<file path="config.mk">
export PLATFORM = sky130hd
export DESIGN_NAME = sit_div_step
export DESIGN_NICKNAME = d
export VERILOG_FILES = /design/src/sit_pkg.sv /design/src/sit_div_step.sv
export SDC_FILE = /design/constraint.sdc
export NUM_CORES = 1
export LEC_CHECK = 0
export BUFFER_PORTS_ARGS = -buffer_cell sky130_fd_sc_hd__buf_4
export CAP_MARGIN = 25
export CORE_ASPECT_RATIO = 0.7
export CORE_UTILIZATION = 51
export CTS_CLUSTER_DIAMETER = 80
export DETAILED_ROUTE_END_ITERATION = 6
export GPL_ROUTABILITY_DRIVEN = 0
export PLACE_DENSITY = 0.81
export SETUP_SLACK_MARGIN = 0.5
export SYNTH_ARGS = -nofsm -noshare
export SYNTH_HDL_FRONTEND = slang
export SYNTH_SLANG_ARGS = --single-unit
</file>
<file path="constraint.sdc">
create_clock -name clk_i -period 0.9 [get_ports clk_i]
set_clock_uncertainty 0.05 [all_clocks]
set_input_delay 0.135 -clock clk_i [delete_from_list [all_inputs] [get_ports clk_i]]
set_output_delay 0.135 -clock clk_i [all_outputs]
set_load 0.01 [all_outputs]
</file>
<file path="src/sit_pkg.sv">
// Shared types and constants for the segment intersection block.
package sit_pkg;

  localparam int unsigned OUT_W        = 22;
  localparam int unsigned MARGIN_W     = 8;
  localparam logic [MARGIN_W-1:0] MARGIN_RESET = 8'd10;

  // Sideband carried alongside each divider request
  typedef struct packed {
    logic found;
    logic neg_x;
    logic neg_y;
  } sit_ctl_t;

endpackage

</file>
<file path="src/sit_div_step.sv">
// One restoring division step for both axes, one quotient bit per stage.
module sit_div_step import sit_pkg::*; #(
  parameter int unsigned RW    = 64,
  parameter int unsigned DW    = 27,
  parameter int unsigned QB    = 21,
  parameter int unsigned SHIFT = 0
) (
  input  logic          clk_i,
  input  logic          rst_ni,
  input  logic          en_i,
  input  logic          valid_i,
  input  sit_ctl_t      ctl_i,
  input  logic [DW-1:0] den_i,
  input  logic [RW-1:0] rem_x_i,
  input  logic [RW-1:0] rem_y_i,
  input  logic [QB-1:0] q_x_i,
  input  logic [QB-1:0] q_y_i,
  output logic          valid_o,
  output sit_ctl_t      ctl_o,
  output logic [DW-1:0] den_o,
  output logic [RW-1:0] rem_x_o,
  output logic [RW-1:0] rem_y_o,
  output logic [QB-1:0] q_x_o,
  output logic [QB-1:0] q_y_o
);

  logic [RW-1:0] trial;
  logic          gex, gey;

  always_comb begin
    trial = RW'(den_i) << SHIFT;
    gex   = (rem_x_i >= trial);
    gey   = (rem_y_i >= trial);
  end

  always_ff @(posedge clk_i or negedge rst_ni) begin
    if (!rst_ni) begin
      valid_o <= 1'b0;
    end else if (en_i) begin
      valid_o <= valid_i;
    end
  end

  always_ff @(posedge clk_i) begin
    if (en_i) begin
      ctl_o   <= ctl_i;
      den_o   <= den_i;
      rem_x_o <= gex ? rem_x_i - trial : rem_x_i;
      rem_y_o <= gey ? rem_y_i - trial : rem_y_i;
      q_x_o   <= q_x_i | (QB'(gex) << SHIFT);
      q_y_o   <= q_y_i | (QB'(gey) << SHIFT);
    end
  end

endmodule

</file>
==> impl_metrics.json, run 1 <==
{
  "synth_area_um2": 11870,
  "synth-seq-area-share_pct": 50.81,
  "syn_area_per_cell_um2": 10.39,
  "max-clock-path-buffers": 3,
  "clkSinkCount": 201,
  "post-dp-hpwl_um": 37600,
  "status": "stopped before the end",
  "rows": 46,
  "stop_error": "[ERROR GRT-0232] Routing congestion too high. Check the congestion heatmap in the GUI.",
  "numPlacedInstances": 2237,
  "postSynthCellCount": 1142,
  "synth_edf_count": 200,
  "io_buffers": 404,
  "ios": 405,
  "stop_stage": "5_1_grt",
  "yosys_warnings": 0,
  "cts_root_buffer": "clkbuf_16",
  "async_flop_share_pct": 0.4975,
  "die_x_um": 184.3,
  "grt_use_total_pct": 69.35,
  "globalRouteOverflowTotal": 4,
  "die_y_um": 129.6,
  "h-tree-depth": 1,
  "syn_nets": 1402,
  "initial_utilization_pct": 52.21,
  "synth_seq_cells": 201,
  "numCtsBuffers": 21,
  "synth_ff_type": "edfxtp_1",
  "synth_cell_type_count": 70,
  "grt_max_degree": 19
}
-- cell families after synthesis --
family                     after synthesis  synth area share (%)
and+or+nand+nor                        423                 18.33
xor gates and xnor gates               115                 8.485
muxes                                    1               0.09486
adders and majority gates               56                 6.029
AOI/OAI and AO/OA                      260                 13.39
DFF                                    201                 50.81
buffers and inverters                   86                 2.867
-- cells in the mapped netlist, types with 5 or more instances --
cell       number  area (um2)
ha_1           54       675.7
nand4b_1        8       70.07
nand4_1        27       168.9
nand2b_1       12       75.07
a211oi_1        8       60.06
or3_1          23       143.9
or2_2           5       31.28
o31ai_1         6       45.04
a31oi_1         7       43.79
o21bai_1        9       67.56
nor4_1         24       150.1
buf_2           8       40.04
clkbuf_1       33       123.9
xnor2_1        57       499.2
o21a_1          9       67.56
xor2_1         58       508.0
a21oi_1       103       515.5
inv_1          44       165.2
nand2_1        86       322.8
nor2_1        107       401.6
or4_1          16       120.1
nor3_1         48       240.2
edfxtp_1      200        6006
and2_1          7       43.79
o2111ai_1       5       43.79
nand3_1        29       145.1
o21ai_0        57       285.3
a21o_1         21       157.7
-- metrics by stage --
step / instance area, um2 / setup WS [ps] / hold slack (ps)
4_1_cts: 21400 / -1607 / -264.2
2_1_floorplan: 12380 / -2110 / -210.6
3_3_place_gp: 18870 / -2256 / -139.6
3_5_place_dp: 18870 / -2362 / -138.7
-- what timing repair did --
item,CTS
endpoints found under the setup margin,474
endpoints found under the hold margin,167
buffers inserted,22
pin swaps,48
gates cloned,14
hold buffers,1
resized for setup,353
-- routing by layer --
metal	overflow	GRT usage, %
met1	0	69.82
met2	2	88.92
met3	2	51.97
met4	0	67.01
met5	0	21.00
==> inputs of run 2 (changes only) <==
--- a/config.mk
+++ b/config.mk
@@ -7,13 +7,10 @@
 export LEC_CHECK = 0
 export BUFFER_PORTS_ARGS = -buffer_cell sky130_fd_sc_hd__buf_4
 export CAP_MARGIN = 25
-export CORE_ASPECT_RATIO = 0.7
-export CORE_UTILIZATION = 51
-export CTS_CLUSTER_DIAMETER = 80
+export CORE_UTILIZATION = 40
 export DETAILED_ROUTE_END_ITERATION = 6
 export GPL_ROUTABILITY_DRIVEN = 0
-export PLACE_DENSITY = 0.81
-export SETUP_SLACK_MARGIN = 0.5
+export PLACE_DENSITY_LB_ADDON = 0.15
 export SYNTH_ARGS = -nofsm -noshare
 export SYNTH_HDL_FRONTEND = slang
 export SYNTH_SLANG_ARGS = --single-unit
==> run 2 against run 1 <==
Net effect: the flow now finishes, with violations (negative hold slack, negative setup slack); synthesized cell count is the same; synthesized area is the same.
==> impl_metrics.json, run 2 <==
{
  "synth_ff_type": "edfxtp_1",
  "layout_commonest_cell": "buf_4",
  "first_iter_violations": 1332,
  "criticalPathCategory": "in -> reg",
  "h-tree-depth": 1,
  "post-route-period-util_pct": 284.0,
  "clk_latency_ps": 530,
  "setup_viol": 335,
  "synth_edf_count": 200,
  "hold_buffers": 200,
  "irDropWorstVdd_v": 0.001248,
  "netSwitchingFraction_pct": 29.48,
  "yosys-top-cells-area": "edfxtp_1, ha_1, a21oi_1, xor2_1, xnor2_1",
  "violations": "negative hold slack, negative setup slack",
  "hold_violations": 5,
  "numCtsBuffers": 24,
  "post-dp-hpwl_um": 34570,
  "numPlacedInstances": 2303,
  "ant_nets": 0,
  "die_y_um": 174.3,
  "power.switching_w": 0.009448,
  "min_path_type": "in -> reg",
  "yosys.area.top_type": "edfxtp_1",
  "rows": 62,
  "firstDrtPassIters": 6,
  "cap_violations": 0,
  "syn2layout_area_growth_pct": 104.6,
  "finish.instance_area_um2": 24290,
  "p_clk_share_pct": 29.1,
  "io_buffers": 404,
  "fin_ws_ps": -1656,
  "max_freq_mhz": 391.2,
  "synth_area_um2": 11870,
  "final_cell_mix": "buf_4, buf_6, edfxtp_1",
  "leakage_nw": 10.26,
  "critPathCaptureType": "flip-flop",
  "syn_area_per_cell_um2": 10.39,
  "grt_max_degree": 60,
  "tightest_slew_ps": 714.9,
  "hold_ws_ps": -177.8,
  "viasPerCell": 5.559,
  "antenna_found_initial": 2,
  "fin_util_pct": 83.94,
  "async_flop_share_pct": 0.4975,
  "largest_registers": "rem_x_o (64), rem_y_o (64), den_o (27)",
  "seqPwrFrac_pct": 37.6,
  "grt_pass1_wl_um": 78030,
  "required_ps": 1120,
  "pre_cts_ws_ps": -2283,
  "postSynthCellCount": 1142,
  "coreArea_um2": 28940,
  "slew_viol_final": 0,
  "globalRouteOverflowTotal": 0,
  "max-clock-path-buffers": 3,
  "wl_per_cell_um": 21.73,
  "start_kind": "input pin",
  "yosys_warnings": 0,
  "status": "finished, violations left",
  "power.share.combinational_pct": 33.3,
  "synth-seq-area-share_pct": 50.81,
  "initial_utilization_pct": 41.02,
  "die_x_um": 174.3,
  "path_max_fanout": 16,
  "die_area_um2": 30370,
  "drc": 0,
  "vias": 14400,
  "drive_above_1_share_pct": 50.98,
  "synth_seq_cells": 201,
  "grt_pass1_vias": 14460,
  "synth_most_common_cell": "edfxtp_1",
  "power_density_nw_per_um2": 1319,
  "grt_use_total_pct": 33.35,
  "clkTransAtPathRegs_ps": 60,
  "rsz0062_at_grt": "true",
  "cts_tree": "yes",
  "synth_cell_type_count": 70,
  "nNetsFinal": 2451,
  "maxSlewHeadroom_pct": 51.84,
  "drt_wl_total_um": 56290,
  "min_period_ps": 2556,
  "place_area_um2": 18940,
  "cts_root_buffer": "clkbuf_16",
  "arrival_ps": 2780,
  "synth_top_area_share_pct": 50.60,
  "ios": 405,
  "intPower_w": 0.02260,
  "clkSinkCount": 201,
  "syn_nets": 1402,
  "synthTopCellsByCount": "edfxtp_1, nor2_1, a21oi_1",
  "stdcell_count": 2590
}
==> run 2: cell counts after synthesis <==
No cell type changed its count.
==> run 2: worst paths after layout <==
path / startpoint / endpoint / slack, ps / cells past startpoint
min in group asynchronous: rst_ni / valid_o / 440 / 3
worst max-delay path: rem_x_i[40] / rem_x_o[39] / -1660 / 11
worst max register to register: valid_o / valid_o / 60 / 1
worst min register to register: valid_o / valid_o / 520 / 1
max in group asynchronous: rst_ni / valid_o / 250 / 3
worst min-delay path: q_x_i[0] / q_x_o[0] / -180 / 2
==> run 2: metrics by stage <==
step | total power, W | TNS [ps]
after global placement | 0.02013 | -274610
after CTS | 0.03098 | -249900
after global routing | 0.03300 | -270690
after detailed placement | 0.02026 | -278540
after floorplan | 0.01511 | -222690
final | 0.03205 | -259830
==> run 2: power groups by stage <==
stage / logic, W / clock network [W] / registers [W]
6_report: 0.0107 / 0.00933 / 0.0120
5_1_grt: 0.0112 / 0.00969 / 0.0121
4_1_cts: 0.00977 / 0.00926 / 0.0120
3_5_place_dp: 0.00827 / 0 / 0.0120
3_3_place_gp: 0.00815 / 0 / 0.0120
2_1_floorplan: 0.00265 / 0 / 0.0125
==> run 2: worst max-delay path: stages <==
cell and delay, ps:
buf_6 90, or4_4 550, or3_4 350, or4_4 520
nor4_4 200, nand3_2 180, buf_4 190, o21ai_4 140
buf_12 170, nor3_1 70, xor2_1 160
==> run 2: layout make-up <==
| cell class | count | area [um2] |
|---|---|---|
| Clock inverter | 14 | 113.9 |
| Antenna cell | 1 | 2.502 |
| Tap cell | 384 | 480.5 |
| Multi-Input combinational cell | 856 | 7018 |
| Sequential cell | 201 | 6031 |
| Clock buffer | 26 | 608.1 |
| Fill cell | 1522 | 4647 |
| Timing Repair Buffer | 1064 | 9847 |
| Inverter | 44 | 187.7 |
==> run 2: kinds of logic (layout without fill, tap and decap cells) <==
logic type,Yosys count,after routing,synth area share (%)
adder cells (fa/ha/maj),56,56,6.029
AND/OR/NAND/NOR,423,424,18.33
multiplexers,1,1,0.09486
other,0,1,0
buffers and inverters,86,1148,2.867
flip-flops,201,201,50.81
AO/OA/AOI/OAI,260,260,13.39
XOR/XNOR,115,115,8.485
==> run 2: timing repair <==
| action | CTS | global route |
|---|---|---|
| hold endpoints to repair | 211 | 2 |
| cloned | 11 | 3 |
| setup buffers | 21 | 19 |
| pin swaps | 52 | 52 |
| resized for setup | 296 | 188 |
| setup endpoints to repair | 331 | 335 |
==> run 2: routing by layer <==
layer,up-vias,wire length (um),global-route usage (%)
met5,-,14,0
li1,6403,-,-
met2,881,28410,58.33
met3,238,4273,5.577
met4,2,3581,18.97
met1,6873,20010,38.52
Power figures use the tool's default switching activity.
